[config.mk]
export PLATFORM = sky130hd
export DESIGN_NAME = bqm_cfg
export DESIGN_NICKNAME = d
export VERILOG_FILES = /design/src/hw/rtl/bqm_pkg.sv /design/src/hw/rtl/bqm_cfg.sv
export SDC_FILE = /design/constraint.sdc
export NUM_CORES = 1
export LEC_CHECK = 0
export CELL_PAD_IN_SITES_DETAIL_PLACEMENT = 1
export CELL_PAD_IN_SITES_GLOBAL_PLACEMENT = 2
export CORE_ASPECT_RATIO = 1.4
export CORE_UTILIZATION = 40
export CTS_BUF_LIST = sky130_fd_sc_hd__clkbuf_4
export DETAILED_ROUTE_END_ITERATION = 16
export DONT_BUFFER_PORTS = 1
export GPL_ROUTABILITY_DRIVEN = 1
export GPL_TIMING_DRIVEN = 1
export PLACE_DENSITY = 0.77
export SYNTH_ARGS = -nofsm -noshare
export SYNTH_HDL_FRONTEND = slang
export SYNTH_SLANG_ARGS = --single-unit
[constraint.sdc]
create_clock -name clk -period 5 [get_ports clk]
set_input_delay 0 -clock clk [delete_from_list [all_inputs] [get_ports clk]]
set_output_delay 0 -clock clk [all_outputs]
set_load 0.005 [all_outputs]
[src/hw/rtl/bqm_pkg.sv]
// Package for the bilinear quadrilateral map: widths, register indexes, types
// and the rounding and saturation helpers. Depends on nothing; every other file
// in hw/rtl imports it.
package bqm_pkg;

	// Number formats
	localparam int COORD_WIDTH = 32;
	localparam int FRAC_BITS   = 16;
	localparam int REF_WIDTH   = FRAC_BITS + 1;
	localparam int DIFF_WIDTH  = COORD_WIDTH + 1;
	localparam int EDGE_WIDTH  = COORD_WIDTH + 2;
	localparam int JAC_WIDTH   = COORD_WIDTH + FRAC_BITS + 4;
	localparam int PNT_WIDTH   = COORD_WIDTH + 2 * FRAC_BITS + 6;

	// Configuration registers and pipeline depth
	localparam int NUM_REGS      = 8;
	localparam int REG_IDX_WIDTH = $clog2(NUM_REGS);
	localparam int PIPE_DEPTH    = 5;

	localparam logic [REG_IDX_WIDTH-1:0] REG_C0_X = REG_IDX_WIDTH'(0);
	localparam logic [REG_IDX_WIDTH-1:0] REG_C0_Y = REG_IDX_WIDTH'(1);
	localparam logic [REG_IDX_WIDTH-1:0] REG_C1_X = REG_IDX_WIDTH'(2);
	localparam logic [REG_IDX_WIDTH-1:0] REG_C1_Y = REG_IDX_WIDTH'(3);
	localparam logic [REG_IDX_WIDTH-1:0] REG_C2_X = REG_IDX_WIDTH'(4);
	localparam logic [REG_IDX_WIDTH-1:0] REG_C2_Y = REG_IDX_WIDTH'(5);
	localparam logic [REG_IDX_WIDTH-1:0] REG_C3_X = REG_IDX_WIDTH'(6);
	localparam logic [REG_IDX_WIDTH-1:0] REG_C3_Y = REG_IDX_WIDTH'(7);

	typedef logic signed [COORD_WIDTH-1:0] coord_t;
	typedef logic [REF_WIDTH-1:0]          ref_t;
	typedef logic signed [JAC_WIDTH-1:0]   jac_t;
	typedef logic signed [PNT_WIDTH-1:0]   pnt_t;

	// Constants in the coordinate and reference formats
	localparam ref_t   REF_ONE    = REF_WIDTH'(1) << FRAC_BITS;
	localparam coord_t COORD_ZERO = '0;
	localparam coord_t COORD_ONE  = COORD_WIDTH'(1) << FRAC_BITS;
	localparam coord_t COORD_MAX  = {1'b0, {(COORD_WIDTH - 1){1'b1}}};
	localparam coord_t COORD_MIN  = {1'b1, {(COORD_WIDTH - 1){1'b0}}};
	localparam jac_t   JAC_HALF   = JAC_WIDTH'(1) << (FRAC_BITS - 1);
	localparam pnt_t   PNT_HALF   = PNT_WIDTH'(1) << (2 * FRAC_BITS - 1);

	// Per-axis coefficients derived from the corners:
	// a = c1 - c0, b = c3 - c0, e = c0 - c1 + c2 - c3.
	typedef struct packed {
		coord_t                        c0;
		logic signed [DIFF_WIDTH-1:0]  a;
		logic signed [DIFF_WIDTH-1:0]  b;
		logic signed [EDGE_WIDTH-1:0]  e;
	} axis_coef_t;

	// Rounded and saturated value with its clip flag.
	typedef struct packed {
		coord_t value;
		logic   sat;
	} rnd_t;

	// Per-axis results: the mapped coordinate and the two Jacobian entries.
	typedef struct packed {
		coord_t point;
		coord_t d_dxi;
		coord_t d_deta;
		logic   pnt_sat;
		logic   jac_sat;
	} axis_res_t;

	// Coefficients of one axis from its four corner values.
	function automatic axis_coef_t derive_coef(input coord_t c0, input coord_t c1,
			input coord_t c2, input coord_t c3);
		axis_coef_t r;
		r.c0 = c0;
		r.a  = DIFF_WIDTH'(c1) - DIFF_WIDTH'(c0);
		r.b  = DIFF_WIDTH'(c3) - DIFF_WIDTH'(c0);
		r.e  = EDGE_WIDTH'(c0) - EDGE_WIDTH'(c1) + EDGE_WIDTH'(c2) - EDGE_WIDTH'(c3);
		return r;
	endfunction

	// Reference coordinates above 1.0 are clipped to 1.0.
	function automatic ref_t clamp_ref(input ref_t v);
		return (v > REF_ONE) ? REF_ONE : v;
	endfunction

	// Round a Jacobian sum to nearest (ties up), then saturate to a coordinate.
	function automatic rnd_t round_jac(input jac_t v);
		jac_t sum;
		jac_t sh;
		rnd_t r;
		sum = v + JAC_HALF;
		sh  = sum >>> FRAC_BITS;
		if (sh == {{(JAC_WIDTH - COORD_WIDTH){sh[COORD_WIDTH-1]}}, sh[COORD_WIDTH-1:0]}) begin
			r.value = sh[COORD_WIDTH-1:0];
			r.sat   = 1'b0;
		end else begin
			r.value = sh[JAC_WIDTH-1] ? COORD_MIN : COORD_MAX;
			r.sat   = 1'b1;
		end
		return r;
	endfunction

	// Round a point sum (two fraction scalings) to nearest, then saturate.
	function automatic rnd_t round_pnt(input pnt_t v);
		pnt_t sum;
		pnt_t sh;
		rnd_t r;
		sum = v + PNT_HALF;
		sh  = sum >>> (2 * FRAC_BITS);
		if (sh == {{(PNT_WIDTH - COORD_WIDTH){sh[COORD_WIDTH-1]}}, sh[COORD_WIDTH-1:0]}) begin
			r.value = sh[COORD_WIDTH-1:0];
			r.sat   = 1'b0;
		end else begin
			r.value = sh[PNT_WIDTH-1] ? COORD_MIN : COORD_MAX;
			r.sat   = 1'b1;
		end
		return r;
	endfunction

endpackage

[src/hw/rtl/bqm_cfg.sv]
// Corner register file of the quadrilateral map and the registered per-axis
// coefficients derived from it. Depends on bqm_pkg.
module bqm_cfg (
	input  logic                                 clk,
	input  logic                                 arst_n,
	input  logic                                 cfg_we,
	input  logic [bqm_pkg::REG_IDX_WIDTH-1:0]    cfg_idx,
	input  logic [bqm_pkg::COORD_WIDTH-1:0]      cfg_wdata,
	output bqm_pkg::axis_coef_t                  coef_x,
	output bqm_pkg::axis_coef_t                  coef_y
);
	import bqm_pkg::*;

	coord_t     corner_q [NUM_REGS];
	axis_coef_t coef_x_q;
	axis_coef_t coef_y_q;

	// Corner registers: one write transfer per enabled cycle.
	always_ff @(posedge clk or negedge arst_n) begin
		if (!arst_n) begin
			corner_q[REG_C0_X] <= COORD_ZERO;
			corner_q[REG_C0_Y] <= COORD_ZERO;
			corner_q[REG_C1_X] <= COORD_ONE;
			corner_q[REG_C1_Y] <= COORD_ZERO;
			corner_q[REG_C2_X] <= COORD_ONE;
			corner_q[REG_C2_Y] <= COORD_ONE;
			corner_q[REG_C3_X] <= COORD_ZERO;
			corner_q[REG_C3_Y] <= COORD_ONE;
		end else if (cfg_we) begin
			corner_q[cfg_idx] <= cfg_wdata;
		end
	end

	// Derived coefficients follow the corners in the next cycle; an item needs
	// them only from its second stage on, so a write just before a start is seen.
	always_ff @(posedge clk or negedge arst_n) begin
		if (!arst_n) begin
			coef_x_q <= derive_coef(COORD_ZERO, COORD_ONE, COORD_ONE, COORD_ZERO);
			coef_y_q <= derive_coef(COORD_ZERO, COORD_ZERO, COORD_ONE, COORD_ONE);
		end else begin
			coef_x_q <= derive_coef(corner_q[REG_C0_X], corner_q[REG_C1_X],
				corner_q[REG_C2_X], corner_q[REG_C3_X]);
			coef_y_q <= derive_coef(corner_q[REG_C0_Y], corner_q[REG_C1_Y],
				corner_q[REG_C2_Y], corner_q[REG_C3_Y]);
		end
	end

	assign coef_x = coef_x_q;
	assign coef_y = coef_y_q;

endmodule

# Word level (Yosys, flattened, before mapping)

Index checks and enable logic that the tools add are counted.

Flip-flop bits (word level): 520
Input bits: 38
Word-level logic and storage cells: 33

$add $sub $neg: 10
$lt $le $gt $ge: 2
Muxes and demuxes: 3
Bitwise logic cells: 1
Reductions and logical operators: 1

Operators with widths:

| operator           | number |
|---|---|
| $bwmux 256         | 1 |
| $sub 32x32->33     | 6 |
| $demux 32 s3       | 1 |
| $add 33x32->34     | 2 |
| $sub 34x32->34     | 2 |
| $mux 32            | 1 |
| $ge 4x4->1 const B | 1 |
| $lt 4x1->1 const B | 1 |
| $not 3->4          | 1 |
| $logic_and 1x1->1  | 1 |

# Logic depth before layout (Yosys ltp)

Gate-level depths: netlist (run 1).

Depth in word-level cells: 6
Depth in mapped cells: 16
Mapped depth without buffers: 16

# Worst setup path before layout (run 1)

OpenSTA, ideal clock, no wires.

Kind: reg2reg
Start point: register corner_q[0] (netlist name)
End point: register coef_y_q (netlist bit coef_y[26])
Library setup time: 0.125 ns
Arrival time: 3.552 ns
Required time: 4.875 ns
Setup slack: 1.322 ns
Stages on the path, launching flop included: 17
Clock period less this slack: 3.678 ns
Path through: dfrtp_1 > inv_1 > fa_1 > inv_1 > fa_1 > inv_1 > ha_1 > inv_1 > fa_1 > nand2b_1 > a21oi_1 > o2111ai_1 > a21oi_2 > a311oi_2 > o21bai_1 > a41oi_1 > xnor2_1

Longest elaborated chain between the ends: 1

RTL lines:

| what                            | line          | text |
|---|---|---|
| start, declared                 | bqm_cfg.sv:14 | `coord_t corner_q [NUM_REGS];` |
| start signal, assigned by index | bqm_cfg.sv:30 | `corner_q[cfg_idx] <= cfg_wdata;` |
| $sub 34x32->34                  | bqm_pkg.sv:74 | `r.e = EDGE_WIDTH'(c0) - EDGE_WIDTH'(c1) + EDGE_WIDTH'(c2) - EDGE_WIDTH'(c3);` |
| end signal, assigned            | bqm_cfg.sv:39 | `coef_y_q <= derive_coef(COORD_ZERO, COORD_ZERO, COORD_ONE, COORD_ONE);` |
| end signal, assigned            | bqm_cfg.sv:43 | `coef_y_q <= derive_coef(corner_q[REG_C0_Y], corner_q[REG_C1_Y],` |
| end, declared                   | bqm_cfg.sv:16 | `axis_coef_t coef_y_q;` |

Every way passes these cells.
A chain may end at the register's enable or synchronous reset.

# Worst setup path after layout (run 1)

Same ends and word-level chain as after synthesis.

==> results of run 1 <==
final cells by class:
type	instances	area, µm²	area share (%)
Multi-Input combinational cell	1877	15400	45.5
Antenna cell	3	7.51	0.0222
Sequential cell	520	13000	38.5
Clock inverter	48	372	1.10
Timing Repair Buffer	122	1200	3.54
Inverter	311	1170	3.45
Clock buffer	195	1460	4.33
Tap cell	960	1200	3.55
metal layers:
layer  part of all wire [%]  GRT usage [%]
met3                    5.7           6.41
met4                    3.0           9.51
met2                     53           45.3
met5                      0              0
met1                     38           27.2
worst max-delay path, stage by stage, from the launching register on:
cell and delay [ps]:
dfrtp_1 350, inv_1 80, fa_1 540, inv_1 50, fa_1 420, inv_1 60, ha_1 190, inv_1 70
fa_1 440, nand2b_1 180, a21oi_1 200, o2111ai_1 220, a21oi_2 350, a311oi_2 210, o21bai_1 400, a41oi_1 190
xnor2_1 160
per-stage QoR:
| stage | instances | area (µm²) | setup WS, ps |
|---|---|---|---|
| 4_1_cts | 4033 | 33800 | 702 |
| 5_1_grt | 4036 | 33800 | 426 |
| 3_3_place_gp | 3677 | 30900 | 838 |
| 3_5_place_dp | 3677 | 30900 | 740 |
| 6_report | 4036 | 33800 | 721 |
| 2_1_floorplan | 2783 | 29900 | 1320 |
kinds of logic (layout without fill, tap and decap cells):
kind of cell / after synthesis / after routing / share of synthesized area, %
buffers and inverters: 386 / 676 / 4.89
XOR/XNOR: 168 / 168 / 4.93
AO/OA/AOI/OAI: 690 / 690 / 14.9
other: 0 / 3 / 0
multiplexers: 163 / 163 / 6.13
adder cells (fa/ha/maj): 330 / 330 / 17.2
AND/OR/NAND/NOR: 526 / 526 / 8.34
flip-flops: 520 / 520 / 43.6
power breakdown:
group	internal (mW)	switching, mW	total (mW)
combinational	6.42	9.25	15.7
clock	2.12	1.90	4.02
sequential	5.84	1.09	6.92
repair_timing:
item | 4_1_cts | 5_1_grt
endpoints found under the hold margin | 776 | 520
buffers inserted | 0 | 0
setup endpoints to repair | 0 | 0
layout by cell type, fill, tap and decap left out, types with 7 or more instances in the layout:
master,count
a21oi_1,170
a21boi_0,7
or3_1,9
xnor2_1,100
nor3_1,23
and2_1,10
dlygate4sd3_1,113
fa_1,134
and3_1,24
xor2_1,68
nor2_1,99
clkinv_2,10
o21bai_1,14
nand2_1,210
inv_1,311
clkbuf_4,195
nand3_1,34
a211oi_1,13
a31oi_1,20
ha_1,196
buf_4,9
a31o_2,7
clkinv_1,25
dfrtp_1,514
o21a_1,23
nand2b_1,31
nor2b_1,28
o31a_1,7
o31ai_1,12
o21ai_0,189
o211ai_1,22
a211o_1,7
mux2_2,160
nand4_1,24
a21o_1,119
final timing paths:
path,depth (start not counted),slack [ps],to
min in group clk,4,290,corner_q[123]
max in group asynchronous,0,5350,corner_q[50]
max reg2reg,16,720,coef_y[26]
min,0,-1280,coef_y[45]
max,16,720,coef_y[26]
min reg2reg,0,360,coef_y[111]
registers in the layout, summed over array words and instances (netlist names):
name and count:
corner_q 256, coef_x 132, coef_y 132
==> results.md, run 1 <==
* Worst skew pair latency at between 900 and 1000 ps
* Critical Path Sink Type: flip-flop
* Critical path type: flip-flop to flip-flop
* Total iterations of the first detailed-routing run at 5
* Routed Antenna Nets at 0
* Largest net degree at the start of global routing at about 520
* Synth area leader: dfrtp_1
* Total number of yosys warnings at 0
* Tot Pwr at 26.6 mW
* Vias at around 22000
* Count leader, synth: dfrtp_1
* Vias in the first global route at 24306
* Setup violators final at 0
* Max_cap viols at 0
* Core area at between 70000 and 80000 µm²
* Ranking of synthesized cells by area: dfrtp_1 43%, fa_1 9.0%, ha_1 8.2%, mux2_2 6.0%, inv_1 3.9%
* Final clock period utilization by the worst path at 85.6%
* H-tree levels at 4
* Clk_skew at a little over 60 ps
* Initial cell density of the core at around two fifths
* DR iter-0 viols at 826
* Post-synth top area share at ~43%
* GRT Total Usage at between 20% and 30%
* Status: finished, violations left
* Async set-reset flop share out of synthesis at 100%
* Post-synth EDFFs at 0
* Sum Neg Setup Slack at 0 ps
* # rows at ~120
* Register area share after synthesis at 43.6%
* Power density over cell area at between 700 and 800 nW/µm²
* I/O Buffers at 0
* HPWL after DPL at just under 70000 µm
* Layout Area Growth over Synthesis at 13.3%
* Nets at ~3300
* Syn nets at 3151
* CP Max Fanout at 5
* Cell area after synthesis at between 20000 and 30000 µm²
* DRT Wirelength at around 90000 µm
* Unrepaired setup endpoints after global routing: false
* Fin Hold WS at -1280 ps
* Post-synth top flop: dfrtp_1
* Clock transition at the registers of the reported paths at around 80 ps
* Count of different cell masters after synthesis at 81
* Die Ht at between 300 and 400 µm
* DR vias/cell at between 5 and 6
* Fill cell count at between 8000 and 9000
* # hold bufs at CTS at approximately 110
* Critical path startpoint category: flip-flop
* Tightest Pin Transition at around 1100 ps
* Clock sinks at 520
* Number of synthesized register bits at 520
* Max frequency at ~230 MHz
* Worst min path class: input port to asynchronous set/reset pin
* CP startpoint: corner_q[0]
* Ports at approximately 300
* CP Data Required Time at approximately 5800 ps
* Max-slew violations at 0
* Max VDD drop at 0.336 mV
* First-pass GRT wire length at 143000 µm
* Routability Congestion at slightly below 0.9
* Post-layout min period at 4280 ps
* Initial antenna violation count at 3
* CTS tree: done
* Synth top cells by count: 514 x dfrtp_1, 311 x inv_1, 210 x nand2_1
* Ratio of cells with drive above 1 in the final layout at around 14%
* CTS root buf: clkbuf_4
* Worst r2r src: corner_q[0]
* Grt total ovfl at 0
* Clk buf depth at 3
* Arrival @ worst endpoint at between 5000 and 6000 ps
* Pleak at approximately 16 nW
* Violated checks: hold timing
* Post-synthesis cell count at about 2800
* DRC violations left at 0
* Die Area at around 76000 µm²
* Slew HR at ~26%
* CTS resizes at 0
* Synth Area per Inst at between 10 and 15 µm²
* Die W at 233 µm
* Layout Utilization at ~46%
* CTS Buf Count at 140
* Drt wl/cell at roughly 23 µm
* Hold Vio Cnt, Final at 520
No activity file was read; power rests on OpenSTA's default activity.
==> inputs of run 2 (changes only) <==
--- a/config.mk
+++ b/config.mk
@@ -6,6 +6,4 @@
 export NUM_CORES = 1
 export LEC_CHECK = 0
-export CELL_PAD_IN_SITES_DETAIL_PLACEMENT = 1
-export CELL_PAD_IN_SITES_GLOBAL_PLACEMENT = 2
 export CORE_ASPECT_RATIO = 1.4
 export CORE_UTILIZATION = 40
@@ -15,5 +13,5 @@
 export GPL_ROUTABILITY_DRIVEN = 1
 export GPL_TIMING_DRIVEN = 1
-export PLACE_DENSITY = 0.77
+export PLACE_DENSITY = 0.55
 export SYNTH_ARGS = -nofsm -noshare
 export SYNTH_HDL_FRONTEND = slang
==> constraint.sdc (replaced) <==
create_clock -name clk -period 5 [get_ports clk]
set_input_delay 0 -clock clk [delete_from_list [all_inputs] [get_ports clk]]
set_output_delay 0 -clock clk [all_outputs]
set_load 0.01 [all_outputs]
==> results.md, run 2 (synthesized netlist as in run 1, its figures left out) <==
* Status: finished, violations left
* Violated checks: hold timing
* # hold bufs at CTS at approximately 110
* DR iter-0 viols at ~1200
* Layout Area Growth over Synthesis at 12.9%
* CP Max Fanout at 5
* Critical Path Sink Type: flip-flop
* Sum Neg Setup Slack at 0 ps
* Total iterations of the first detailed-routing run at 7
* Max VDD drop at 0.475 mV
* CTS resizes at 0
* Final clock period utilization by the worst path at between 80 and 90%
* Ports at just over 300
* CTS root buf: clkbuf_4
* Max frequency at 233 MHz
* H-tree levels at 4
* Routed Antenna Nets at 0
* HPWL after DPL at between 60000 and 70000 µm
* Worst stage delay on the critical path at between 500 and 600 ps
* GRT Total Usage at 23.1%
* Worst setup path end: coef_y[30]
* Setup violators final at 0
* Tot Pwr at ~26 mW
* First-pass GRT wire length at 132000 µm
* Largest net degree at the start of global routing at roughly 520
* Vias in the first global route at between 20000 and 25000
* Most frequent cells in the layout: 514 x dfrtp_1, 311 x inv_1, 210 x nand2_1
* Critical path type: flip-flop to flip-flop
* Cell count along the critical path at 16
* Ratio of cells with drive above 1 in the final layout at around 14%
* Largest Register: corner_q
* Placed inst area at 30900 µm²
* Worst r2r path cells at 16
* Arrival @ worst endpoint at approximately 5200 ps
* Clk_skew at between 80 and 90 ps
* Layout Utilization at between 40% and 50%
* Setup bufs post-CTS at 0
* Slew HR at 4.56%
* CP startpoint: corner_q[0]
* Max-slew violations at 0
* CP Data Required Time at 5910 ps
* Die Area at around 76000 µm²
* Fin Hold WS at -1270 ps
* Reg2Reg Setup Slack at ~700 ps
* Hold Vio Cnt, Final at 520
* Tightest Pin Transition at roughly 1400 ps
* Grt total ovfl at 0
* Max_cap viols at 0
* Drt wl/cell at about 21 µm
* Most common cell on crit path: inv_1
* Clk buf depth at 3
* Worst path cell trace: inv_1, fa_1, inv_1, fa_1, inv_1, ha_1, inv_1, fa_1, nand2b_1, a21oi_1, o2111ai_1, a21oi_2, a311oi_2, o21bai_1, a21oi_1, o211ai_1
* Die Ht at approximately 330 µm
* Worst min path class: input port to asynchronous set/reset pin
* Max reg flops at between 200 and 300
* Die W at between 200 and 250 µm
* Clock transition at the registers of the reported paths at around 70 ps
* Critical path startpoint category: flip-flop
* DRT Wirelength at ~86000 µm
* Post-layout min period at between 4000 and 5000 ps
* Pleak at 15.8 nW
* Initial antenna violation count at 4
* Worst skew pair latency at roughly 1000 ps
* Initial cell density of the core at between 40% and 50%
* DR vias/cell at approximately 5.4
* CTS tree: done
* Commonest non-fill, non-tap cell in the layout: dfrtp_1
* Crit Reg-Reg Endpoint: coef_y[30]
* WP buf/inv at 4
* I/O Buffers at 0
* Slowest-stage cell, CP: fa_1
* Clock sinks at 520
* Worst r2r src: corner_q[0]
* # rows at approximately 120
* Power density over cell area at 783 nW/µm²
* Vias at between 20000 and 25000
* Core area at between 70000 and 80000 µm²
* DRC violations left at 0
* Unrepaired setup endpoints after global routing: false
* Nets at 3336
* Worst path top cell family by delay: compound AO/OA/AOI/OAI gates
* Final instance area at between 30000 and 40000 µm²
* Routability Congestion at ~0.87
* CTS Buf Count at approximately 140
## run 2: changes by cell type in the layout (fill, tap and decap cells not counted), sizes merged, moves of 2 or more
cell      change
clkbuf       -11
clkinv       +14
diode         +2
clkinvlp      +2
bufinv        -4
## run 2: layer usage
metal	GRT usage [%]	vias up	routed length [µm]
met2	41.2	711	44600
met4	8.54	0	2570
met5	0	-	0
met3	5.74	176	5340
met1	26.4	10776	33100
li1	-	10013	-
## run 2: worst min path at each step
stage	slack (ps)	cells past startpoint	start	end
global route	-1360	0	arst_n	coef_x[106]
finish	-1270	0	arst_n	coef_x[6]
detailed placement	-270	0	arst_n	coef_x[6]
global placement	-270	0	arst_n	coef_x[7]
floorplan	-300	0	arst_n	coef_x[0]
CTS	-1410	0	arst_n	corner_q[239]
## run 2: area by class of cell
cell class / count / area [µm²]
Fill cell: 6982 / 40300
Clock inverter: 61 / 338
Clock buffer: 184 / 1380
Sequential cell: 520 / 13000
Inverter: 311 / 1170
Tap cell: 960 / 1200
Multi-Input combinational cell: 1877 / 15400
Antenna cell: 5 / 12.5
Timing Repair Buffer: 120 / 1180
## run 2: where the power goes
part | switching (mW) | internal (mW) | leakage (nW) | total [mW]
clock | 1.91 | 1.84 | 1.00 | 3.75
combinational | 8.97 | 6.39 | 8.57 | 15.4
sequential | 1.45 | 5.84 | 6.19 | 7.29
## run 2: worst reg2reg max path, stage by stage, from the launching register on
cell	delay [ps]
dfrtp_1	350
inv_1	70
fa_1	560
inv_1	50
fa_1	430
inv_1	70
ha_1	180
inv_1	70
fa_1	450
nand2b_1	180
a21oi_1	220
o2111ai_1	210
a21oi_2	350
a311oi_2	200
o21bai_1	390
a21oi_1	170
o211ai_1	210
## run 2: through the flow
step | std cells | hold WS [ps] | worst slack, ps
CTS | 4033 | -1410 | 688
detailed placement | 3676 | -274 | 745
finish | 4038 | -1270 | 708
global placement | 3676 | -274 | 807
floorplan | 2783 | -296 | 1320
global route | 4038 | -1360 | 339
